### config.mk
export PLATFORM = sky130hd
export DESIGN_NAME = video_register_interface
export DESIGN_NICKNAME = d
export VERILOG_FILES = /design/src/rtl/vri_pkg.sv /design/src/rtl/vri_sprite_mem.sv /design/src/rtl/vri_core.sv /design/src/rtl/video_register_interface.sv
export SDC_FILE = /design/constraint.sdc
export NUM_CORES = 2
export LEC_CHECK = 0
export BUFFER_PORTS_ARGS = -buffer_cell sky130_fd_sc_hd__buf_2
export CAP_MARGIN = 20
export CELL_PAD_IN_SITES_DETAIL_PLACEMENT = 1
export CELL_PAD_IN_SITES_GLOBAL_PLACEMENT = 2
export CORE_ASPECT_RATIO = 1.25
export CORE_MARGIN = 2
export CORE_UTILIZATION = 42
export DETAILED_ROUTE_END_ITERATION = 7
export HOLD_SLACK_MARGIN = 0.08
export MAX_ROUTING_LAYER = met4
export PLACE_DENSITY_LB_ADDON = 0.3
export SKIP_LAST_GASP = 1
export SLEW_MARGIN = 25
export SYNTH_ARGS = -nofsm -noshare
export SYNTH_HDL_FRONTEND = slang
export SYNTH_SLANG_ARGS = --single-unit
### constraint.sdc
create_clock -name clk -period 19.25 [get_ports clk]
set_clock_uncertainty 0.05 [all_clocks]
set_input_delay 2.8875 -clock clk [delete_from_list [all_inputs] [get_ports clk]]
set_output_delay 2.8875 -clock clk [all_outputs]
set_load 0.05 [all_outputs]
### src/rtl/vri_pkg.sv
`timescale 1ns / 1ps
// ----------------------------------------------------------------------------
// vri_pkg
// Shared types and constants of the video register interface: action and
// register codes, memory sizes, palette mirroring and the beat payloads.
// ----------------------------------------------------------------------------
package vri_pkg;

  // Memory sizes
  localparam int SPRITE_MEM_BYTES_DEF = 256;
  localparam int PALETTE_BYTES_DEF    = 32;

  // Action codes carried on the input tuser
  typedef enum logic [1:0] {
    ACT_READ      = 2'd0,
    ACT_WRITE     = 2'd1,
    ACT_VBLANK    = 2'd2,
    ACT_PRERENDER = 2'd3
  } action_t;

  // Register numbers within the eight-register window
  localparam logic [2:0] REG_CTRL    = 3'd0;
  localparam logic [2:0] REG_MASK    = 3'd1;
  localparam logic [2:0] REG_STATUS  = 3'd2;
  localparam logic [2:0] REG_OAMADDR = 3'd3;
  localparam logic [2:0] REG_OAMDATA = 3'd4;
  localparam logic [2:0] REG_SCROLL  = 3'd5;
  localparam logic [2:0] REG_ADDR    = 3'd6;
  localparam logic [2:0] REG_DATA    = 3'd7;

  // Address map and masks
  localparam logic [13:0] PAL_BASE      = 14'h3F00;
  localparam logic [7:0]  ATTR_MASK     = 8'hE3;
  localparam logic [1:0]  ATTR_SLOT     = 2'd2;
  localparam logic [4:0]  PAL_MIR_SEL   = 5'h13;
  localparam logic [4:0]  PAL_MIR_HIT   = 5'h10;
  localparam logic [14:0] STEP_ACROSS   = 15'd1;
  localparam logic [14:0] STEP_DOWN     = 15'd32;

  // Control register bit positions
  localparam int CTRL_INC_BIT = 2;
  localparam int CTRL_NMI_BIT = 7;

  // One input beat
  typedef struct packed {
    action_t     action;
    logic [2:0]  reg_sel;
    logic [7:0]  write_byte;
    logic [7:0]  ext_byte;
    logic        oam_write_ok;
    logic [1:0]  sprite_flags;
  } in_item_t;

  // One result beat
  typedef struct packed {
    logic [7:0]  read_byte;
    logic        ext_read;
    logic        ext_write;
    logic [13:0] ext_addr;
    logic [7:0]  ext_data;
    logic        nmi_pulse;
    logic [14:0] cur_addr;
    logic [14:0] tmp_addr;
    logic [2:0]  fine_scroll_x;
    logic [7:0]  ctrl_value;
    logic [7:0]  mask_value;
  } out_item_t;

endpackage

### src/rtl/vri_sprite_mem.sv
`timescale 1ns / 1ps
// ----------------------------------------------------------------------------
// vri_sprite_mem
// Sprite attribute memory: one write port, one read port with registered
// read data.
// ----------------------------------------------------------------------------
module vri_sprite_mem
  import vri_pkg::*;
#(
  parameter int SPRITE_MEM_BYTES = SPRITE_MEM_BYTES_DEF,
  localparam int SPR_AW = $clog2(SPRITE_MEM_BYTES)
) (
  input  logic              clk,
  input  logic              we,
  input  logic [SPR_AW-1:0] waddr,
  input  logic [7:0]        wdata,
  input  logic [SPR_AW-1:0] raddr,
  output logic [7:0]        rdata
);

  logic [7:0] mem [SPRITE_MEM_BYTES];

  // Write and registered read
  always_ff @(posedge clk) begin
    if (we) begin
      mem[waddr] <= wdata;
    end
    rdata <= mem[raddr];
  end

endmodule

### src/rtl/vri_core.sv
`timescale 1ns / 1ps
// ----------------------------------------------------------------------------
// vri_core
// Register file and update logic: control, mask, status, scroll addresses,
// palette, read buffer and bus latch. One beat is applied per advance.
// ----------------------------------------------------------------------------
module vri_core
  import vri_pkg::*;
#(
  parameter int SPRITE_MEM_BYTES = SPRITE_MEM_BYTES_DEF,
  parameter int PALETTE_BYTES    = PALETTE_BYTES_DEF
) (
  input  logic      clk,
  input  logic      rst,
  input  logic      advance,
  input  in_item_t  item,
  output out_item_t result
);

  localparam int SPR_AW = $clog2(SPRITE_MEM_BYTES);
  localparam int PAL_AW = $clog2(PALETTE_BYTES);

  // Architectural state
  logic [7:0]  ctrl, ctrl_next;
  logic [7:0]  mask, mask_next;
  logic        vblank, vblank_next;
  logic [7:0]  spr_addr, spr_addr_next;
  logic [14:0] cur, cur_next;
  logic [14:0] tmp, tmp_next;
  logic [2:0]  fine_x, fine_x_next;
  logic        toggle, toggle_next;
  logic [7:0]  rd_buf, rd_buf_next;
  logic [7:0]  latch, latch_next;

  logic [7:0]        pal_mem [PALETTE_BYTES];
  logic [PAL_AW-1:0] pal_idx;
  logic [7:0]        pal_rdata;
  logic              pal_we;

  logic              spr_we;
  logic [SPR_AW-1:0] spr_raddr;
  logic [7:0]        spr_rdata;
  logic [7:0]        spr_view;

  logic [13:0] a14;
  logic        is_pal;
  logic [14:0] cur_stepped;
  logic [14:0] tmp_hi_load;

  // Sprite memory, read ahead at the address the next beat will see;
  // without an advance the address holds
  assign spr_raddr = rst ? '0 :
                     (advance ? spr_addr_next[SPR_AW-1:0] : spr_addr[SPR_AW-1:0]);

  vri_sprite_mem #(
    .SPRITE_MEM_BYTES(SPRITE_MEM_BYTES)
  ) u_spr (
    .clk  (clk),
    .we   (advance & spr_we),
    .waddr(spr_addr[SPR_AW-1:0]),
    .wdata(item.write_byte),
    .raddr(spr_raddr),
    .rdata(spr_rdata)
  );

  // Address decode for the data port
  assign a14         = cur[13:0];
  assign is_pal      = (a14 >= PAL_BASE);
  assign cur_stepped = cur + (ctrl[CTRL_INC_BIT] ? STEP_DOWN : STEP_ACROSS);
  assign tmp_hi_load = {tmp[14:8], item.write_byte};

  // Palette index with the backdrop mirrors folded down
  always_comb begin
    pal_idx = a14[PAL_AW-1:0];
    if ((pal_idx & PAL_AW'(PAL_MIR_SEL)) == PAL_AW'(PAL_MIR_HIT)) begin
      pal_idx[PAL_AW-1] = 1'b0;
    end
  end
  assign pal_rdata = pal_mem[pal_idx];

  // Attribute bytes read back with the unused bits cleared
  assign spr_view = (spr_addr[1:0] == ATTR_SLOT) ? (spr_rdata & ATTR_MASK) : spr_rdata;

  // Next state and result for one beat
  always_comb begin
    ctrl_next     = ctrl;
    mask_next     = mask;
    vblank_next   = vblank;
    spr_addr_next = spr_addr;
    cur_next      = cur;
    tmp_next      = tmp;
    fine_x_next   = fine_x;
    toggle_next   = toggle;
    rd_buf_next   = rd_buf;
    latch_next    = latch;
    spr_we        = 1'b0;
    pal_we        = 1'b0;
    result        = '0;

    unique case (item.action)
      ACT_READ: begin
        case (item.reg_sel)
          REG_STATUS: begin
            latch_next  = {vblank, item.sprite_flags[0], item.sprite_flags[1], latch[4:0]};
            vblank_next = 1'b0;
            toggle_next = 1'b0;
          end
          REG_OAMDATA: begin
            latch_next = spr_view;
          end
          REG_DATA: begin
            cur_next = cur_stepped;
            if (is_pal) begin
              rd_buf_next = pal_rdata;
              latch_next  = {latch[7:6], pal_rdata[5:0]};
            end else begin
              rd_buf_next     = item.ext_byte;
              latch_next      = rd_buf;
              result.ext_read = 1'b1;
              result.ext_addr = a14;
            end
          end
          default: ;
        endcase
      end
      ACT_WRITE: begin
        latch_next = item.write_byte;
        case (item.reg_sel)
          REG_CTRL: begin
            ctrl_next = item.write_byte;
            tmp_next  = {tmp[14:12], item.write_byte[1:0], tmp[9:0]};
          end
          REG_MASK: begin
            mask_next = item.write_byte;
          end
          REG_OAMADDR: begin
            spr_addr_next = item.write_byte;
          end
          REG_OAMDATA: begin
            if (item.oam_write_ok) begin
              spr_we        = 1'b1;
              spr_addr_next = spr_addr + 8'd1;
            end
          end
          REG_SCROLL: begin
            toggle_next = ~toggle;
            if (!toggle) begin
              fine_x_next = item.write_byte[2:0];
              tmp_next    = {tmp[14:5], item.write_byte[7:3]};
            end else begin
              tmp_next = {item.write_byte[2:0], tmp[11:10], item.write_byte[7:3], tmp[4:0]};
            end
          end
          REG_ADDR: begin
            toggle_next = ~toggle;
            if (!toggle) begin
              tmp_next = {1'b0, item.write_byte[5:0], tmp[7:0]};
            end else begin
              tmp_next = tmp_hi_load;
              cur_next = tmp_hi_load;
            end
          end
          REG_DATA: begin
            cur_next = cur_stepped;
            if (is_pal) begin
              pal_we = 1'b1;
            end else begin
              result.ext_write = 1'b1;
              result.ext_addr  = a14;
              result.ext_data  = item.write_byte;
            end
          end
          default: ;
        endcase
      end
      ACT_VBLANK: begin
        vblank_next      = 1'b1;
        result.nmi_pulse = ctrl[CTRL_NMI_BIT];
      end
      ACT_PRERENDER: begin
        vblank_next = 1'b0;
      end
    endcase

    // Non-palette data reads return the old buffer; everything else the latch after the beat
    if ((item.action == ACT_READ) && (item.reg_sel == REG_DATA) && !is_pal) begin
      result.read_byte = rd_buf;
    end else if ((item.action == ACT_READ) && (item.reg_sel == REG_OAMDATA)) begin
      result.read_byte = spr_view;
    end else begin
      result.read_byte = latch_next;
    end
    result.cur_addr      = cur_next;
    result.tmp_addr      = tmp_next;
    result.fine_scroll_x = fine_x_next;
    result.ctrl_value    = ctrl_next;
    result.mask_value    = mask_next;
  end

  // State registers
  always_ff @(posedge clk) begin
    if (rst) begin
      ctrl     <= '0;
      mask     <= '0;
      vblank   <= 1'b0;
      spr_addr <= '0;
      cur      <= '0;
      tmp      <= '0;
      fine_x   <= '0;
      toggle   <= 1'b0;
      rd_buf   <= '0;
      latch    <= '0;
    end else if (advance) begin
      ctrl     <= ctrl_next;
      mask     <= mask_next;
      vblank   <= vblank_next;
      spr_addr <= spr_addr_next;
      cur      <= cur_next;
      tmp      <= tmp_next;
      fine_x   <= fine_x_next;
      toggle   <= toggle_next;
      rd_buf   <= rd_buf_next;
      latch    <= latch_next;
    end
  end

  // Palette storage
  always_ff @(posedge clk) begin
    if (advance && pal_we) begin
      pal_mem[pal_idx] <= item.write_byte;
    end
  end

endmodule

### src/rtl/video_register_interface.sv
`timescale 1ns / 1ps
// Path: input register, then update logic into the result register.
// Throughput: one beat per cycle while the result side is not stalled; the
//   sprite memory read is fetched ahead at the next sprite address, so its
//   registered read never stalls.
// Reset: synchronous rst clears the valid flags and core state registers;
//   sprite and palette memory and the beat data registers hold what was last written.
// ----------------------------------------------------------------------------
// video_register_interface
// CPU-side register file of a tile video processor with loopy scroll
// addressing, behind a stream handshake on each side.
// ----------------------------------------------------------------------------
module video_register_interface
  import vri_pkg::*;
#(
  parameter int SPRITE_MEM_BYTES = SPRITE_MEM_BYTES_DEF,
  parameter int PALETTE_BYTES    = PALETTE_BYTES_DEF
) (
  input  logic        clk,
  input  logic        rst,
  input  logic        s_tvalid,
  output logic        s_tready,
  input  logic [23:0] s_tdata,   // write_byte, ext_byte, oam_write_ok, sprite_flags, zero pad
  input  logic [4:0]  s_tuser,   // action, reg_sel
  output logic        m_tvalid,
  input  logic        m_tready,
  output logic [79:0] m_tdata,   // read_byte, ext_addr, ext_data, nmi_pulse, cur_addr,
                                 // tmp_addr, fine_scroll_x, ctrl_value, mask_value
  output logic [1:0]  m_tuser    // ext_read, ext_write
);

  logic      in_valid;
  in_item_t  in_item;
  logic      out_valid;
  out_item_t out_item;
  out_item_t result;
  logic      advance;

  // Beat moves into the result register when that register is free or draining
  assign advance  = in_valid && (!out_valid || m_tready);
  assign s_tready = !in_valid || advance;

  // Input register
  always_ff @(posedge clk) begin
    if (rst) begin
      in_valid <= 1'b0;
    end else if (s_tready) begin
      in_valid <= s_tvalid;
    end
  end

  always_ff @(posedge clk) begin
    if (s_tready && s_tvalid) begin
      in_item.action       <= action_t'(s_tuser[1:0]);
      in_item.reg_sel      <= s_tuser[4:2];
      in_item.write_byte   <= s_tdata[7:0];
      in_item.ext_byte     <= s_tdata[15:8];
      in_item.oam_write_ok <= s_tdata[16];
      in_item.sprite_flags <= s_tdata[18:17];
    end
  end

  vri_core #(
    .SPRITE_MEM_BYTES(SPRITE_MEM_BYTES),
    .PALETTE_BYTES   (PALETTE_BYTES)
  ) u_core (
    .clk    (clk),
    .rst    (rst),
    .advance(advance),
    .item   (in_item),
    .result (result)
  );

  // Result register
  always_ff @(posedge clk) begin
    if (rst) begin
      out_valid <= 1'b0;
    end else if (advance) begin
      out_valid <= 1'b1;
    end else if (m_tready) begin
      out_valid <= 1'b0;
    end
  end

  always_ff @(posedge clk) begin
    if (advance) begin
      out_item <= result;
    end
  end

  // Output beat packing
  assign m_tvalid = out_valid;
  assign m_tuser  = {out_item.ext_write, out_item.ext_read};
  assign m_tdata  = {out_item.mask_value, out_item.ctrl_value, out_item.fine_scroll_x,
                     out_item.tmp_addr, out_item.cur_addr, out_item.nmi_pulse,
                     out_item.ext_data, out_item.ext_addr, out_item.read_byte};

endmodule

==> reports/summary.md <==
After detailed routing, the number of remaining DRC violations is 0. Across the VDD grid, the largest voltage drop is 0.0798 mV. For the CTS buffer count, the log shows 241.

The total die area is 0.240 mm^2. The tools report the number of detailed-route iterations in the first pass as 7. The critical path capture point type is a register. The number of standard cells after synthesis was 6,748; the global-route wire length before repair was 469,000 um. Setup violations remaining at the end of the flow were counted as 0. The run gives 35.2 nW as the static leakage. In this run the critical register-to-register path is captured at u_core.u_spr.rdata[3]$_DFF_P_. STA puts the critical path data arrival time at 8.67 ns. The detailed router's first-iteration violation count came out at 6,738. The via count of the first global-routing pass is 62,942. Buffers placed on the I/O ports in this run total 111. Based on the critical path, the design can be clocked at up to 0.125 GHz. In this run, synthesis produced a sequential element count of 2,463.

By instance count, the cell type seen most on the critical path is buf_4. After floorplanning, the core was sized to cover 0.235 mm^2. The H-tree generated during clock tree synthesis spans 4 levels.

From synthesis to final layout, the design area changed by 11.8%. The run gives 184 as the maximum number of pins on one net before global-route repair. The tools report the root buffer selected by CTS as clkbuf_16. The total overflow left after global routing is 0.

The largest individual stage delay along the critical path comes from the cell buf_4. The run finished with clean final reports. The most instantiated flip-flop cell in the synthesis netlist was edfxtp_1.

After clock tree synthesis, the setup repair step added 0 buffers. Setup repair after global routing left no endpoint under its margin. The average instance in the mapped netlist occupies 14.7 um^2. The register area came out at 0.0731 mm^2.

The ratio of final minimum period to clock period came out at 0.415. The run gives 10.35 ns as the worst slack at placement. The final instance count without filler cells was 10,133. Once routing completed, OpenROAD measured the worst setup slack at 11.26 ns.

Initial core utilization: 0.422. The via count of the routed design came out at 62,326. In this run the remaining antenna-violating nets after routing total 0. The signal on the critical path passes through buf_2, nor2b_1, a2111oi_4, mux2_4, nand2_8, buf_4, buf_4, mux4_2, a22oi_1, nand4_1, and4_1, o31ai_1, a311oi_1. The worst setup path is launched from a primary input.

The relative slew slack is 0.159. TritonCTS built the clock tree. Using the TritonRoute via totals, the vias-per-cell ratio works out to 6.15. The number of warnings issued by yosys is 0, and the largest driver fanout on the critical path is 56.

After clock tree synthesis, the clock-pin slew on the worst setup and hold paths is 0.06 ns. The number of nets in the synthesized netlist is 6,788. No sink is reached through more buffers than the 4 on the longest clock path. The number of hold violations in the final report was 0; the layout filler cell count was 22,774. The max-slew violation count was 0; the transition time at the pin with the least slew margin was 1.26 ns. The layout cell share with drive strength beyond 1 came out at 0.131.

The global routing usage summed across all routing layers was 0.279; the number of enable flip-flop cells after synthesis was 2,378. Counting both buffers and inverters, the worst setup path holds a total of 3. For the worst flop-to-flop path, the logic depth is 12. The startpoint identified for the worst hold timing path is u_core.ctrl[5]$_SDFFE_PP0N_. The tools report the later-pin clock latency in the skew report as 0.91 ns. The startpoint of the most critical setup path was m_tready. The path with the worst hold slack has its endpoint at u_core.ctrl[5]$_SDFFE_PP0N_.

The run gives 199 as the number of rows in the core area. Routability-driven placement finished with a final weighted congestion of 0.871. Pin placement for this block handled 117 I/O pins.

After synthesis, the netlist uses 91 different library cells. Setup total negative slack on the finished layout was measured at 0 ns. The worst hold path belongs to the class register to register.

The largest single stage delay on the critical path is 0.77 ns. The detail-routed net length per standard cell is 32.7 um. The worst hold path was traced through 2 stages. The routed design could run at a clock period as short as 7.99 ns. The startpoint-to-endpoint class of the critical path was primary input to register. The run gives 0 as the count of maximum capacitance violations. The number of antenna violations at the first check in global routing is 12. At the worst endpoint, the required time is 19.93 ns. The register area share after synthesis was 0.738; the synthesized cell area was 0.0991 mm^2.

Measured along the y axis, the die boundary spans 547 um. Dividing total power by cell area gives a power density of 98.3 mW/mm^2. In the final layout, the multi-input gates occupy 0.0239 mm^2. Die boundary width: 439 um. The tools report the launch point of the worst reg-to-reg path as in_item[19]$_DFFE_PP_. After detailed routing, the total wire length is 332,000 um. The top cell family by delay on the critical path is buffers and inverters.

The number of hold buffers added after CTS came out at 0. In the final design database the tool counted 6,857 nets. The share of async-settable or async-resettable flops after synthesis is 0, and the CTS sink count is 2,463.

Post-CTS repair changed the size of 0 cells. In this run, placement finished with an instance count of 9,686. Across all register-to-register paths, the minimum setup slack is 12.01 ns. The tools report the total half-perimeter wirelength after legalization and detailed placement as 201,000 um.
-- metrics by stage --
step / total power (W) / area, um^2 / hold slack (ns) / util
2_1_floorplan: 0.00618 / 99100 / 0.383 / -
3_3_place_gp: 0.00629 / 103000 / 0.389 / 0.439
3_5_place_dp: 0.00630 / 103000 / 0.397 / 0.439
4_1_cts: 0.0109 / 111000 / 0.406 / 0.472
5_1_grt: 0.0111 / 111000 / 0.426 / 0.472
6_report: 0.0109 / 111000 / 0.403 / 0.472
-- worst register-to-register path: cells and delay by family (launching register included) --
| kind | cells | cell delay (ns) |
|---|---|---|
| compound gates | 4 | 1.55 |
| buf+inv | 2 | 1.66 |
| flops | 1 | 0.74 |
| mux | 2 | 1.24 |
| simple gates | 4 | 1.87 |
-- sequential cells by signal, summed over array words and instances (netlist names), 2 cells and up --
| signal | count |
|---|---|
| u_core.pal_mem | 224 |
| u_core.fine_x | 3 |
| u_core.rd_buf | 8 |
| u_core.tmp | 15 |
| m_tuser | 2 |
| u_core.u_spr.mem | 2048 |
| m_tdata | 80 |
| u_core.cur | 15 |
| u_core.latch | 8 |
| in_item | 24 |
| u_core.ctrl | 8 |
| u_core.spr_addr | 8 |
| u_core.u_spr.rdata | 8 |
| u_core.mask | 8 |
-- placed cells by master (no fill, tap or decap), drive strengths merged, types with 13 or more instances in the layout --
cell / Yosys / final
clkbuf: 215 / 305
o31ai: 15 / 15
a21oi: 303 / 303
buf: 259 / 300
and2: 27 / 27
mux2i: 176 / 176
nand2: 1106 / 1106
mux4: 141 / 141
nand3: 296 / 296
nor2b: 13 / 13
a32oi: 60 / 60
bufinv: 0 / 24
nor2: 434 / 434
a211oi: 172 / 172
o2111ai: 14 / 14
o221ai: 15 / 15
o211a: 14 / 14
o211ai: 24 / 24
dfxtp: 85 / 85
edfxtp: 2378 / 2378
inv: 20 / 24
and3: 152 / 152
nand4: 52 / 52
a31oi: 114 / 114
mux2: 69 / 69
o21ai: 120 / 120
nor3: 40 / 40
a311oi: 43 / 43
a221oi: 79 / 79
a211o: 15 / 15
nor4: 41 / 41
clkinv: 1 / 99
o22ai: 31 / 31
a22oi: 82 / 82
-- area by class of cell --
| cell class | count | area share |
|---|---|---|
| Clock buffer | 305 | 0.0578 |
| Sequential cell | 2463 | 0.660 |
| Inverter | 21 | 0.00103 |
| Antenna cell | 7 | 0.000158 |
| Timing Repair Buffer | 300 | 0.0193 |
| Tap cell | 3115 | 0.0352 |
| Multi-Input combinational cell | 3790 | 0.216 |
| Clock inverter | 132 | 0.0114 |
-- cells in the mapped netlist, drive strengths merged (7+ instances only) --
cell type  number  area share
a211oi        172       0.013
nand4          52      0.0033
mux4          141       0.032
nor2b          13     0.00082
inv            20     0.00078
nand2b          7     0.00044
o2111ai        14      0.0012
a221oi         79      0.0070
o31ai          15      0.0011
a211o          15      0.0013
a21o            8     0.00061
o221ai         15      0.0013
a31oi         114      0.0072
and4            7     0.00062
or4             8     0.00061
a311oi         43      0.0039
a22o           12      0.0011
clkbuf        215      0.0081
a21oi         303       0.015
o211ai         24      0.0018
ha              7     0.00088
nor3           40      0.0020
a32oi          60      0.0053
a22oi          82      0.0062
mux2           69      0.0079
o21a            9     0.00068
o211a          14      0.0014
edfxtp       2378        0.72
buf           259       0.015
nor4           41      0.0029
dfxtp          85       0.017
a2111oi         9      0.0010
and3          152      0.0096
o22ai          31      0.0020
and2           27      0.0017
nor2          434       0.016
nand3         296       0.015
o21ai         120      0.0061
nand2        1106       0.042
mux2i         176       0.018
-- worst max path at each step --
stage | end | cells after the start
floorplan | s_tready | 2
global placement | u_core.u_spr.rdata[3]$_DFF_P_ | 13
detailed placement | u_core.u_spr.rdata[3]$_DFF_P_ | 13
CTS | u_core.u_spr.rdata[3]$_DFF_P_ | 13
global route | u_core.u_spr.rdata[3]$_DFF_P_ | 13
finish | u_core.u_spr.rdata[3]$_DFF_P_ | 13
-- metal layers --
layer,wire [um],part of all wire,GRT usage,vias to the layer above
li1,-,-,-,26264
met1,129000,0.39,0.348,32763
met2,164000,0.49,0.457,2634
met3,22800,0.069,0.0372,665
met4,16000,0.048,0.117,0
met5,0,0,-,-
-- report_power, final --
| group | internal (W) | leakage [nW] | total, W | switching (W) |
|---|---|---|---|---|
| Sequential | 0.00589 | 22.1 | 0.00590 | 0.0000132 |
| Clock | 0.00266 | 3.76 | 0.00471 | 0.00204 |
| Combinational | 0.0000529 | 9.31 | 0.000285 | 0.000232 |
| Total | 0.00861 | 35.2 | 0.0109 | 0.00229 |
-- cell families after synthesis --
logic type	share of synthesized area
flip-flops	0.738
AND/OR/NAND/NOR	0.0971
AO/OA/AOI/OAI	0.0825
buffers and inverters	0.0241
multiplexers	0.0577
adder cells (fa/ha/maj)	0.000884
XOR/XNOR	0.000177
No activity file was read; power rests on OpenSTA's default activity.
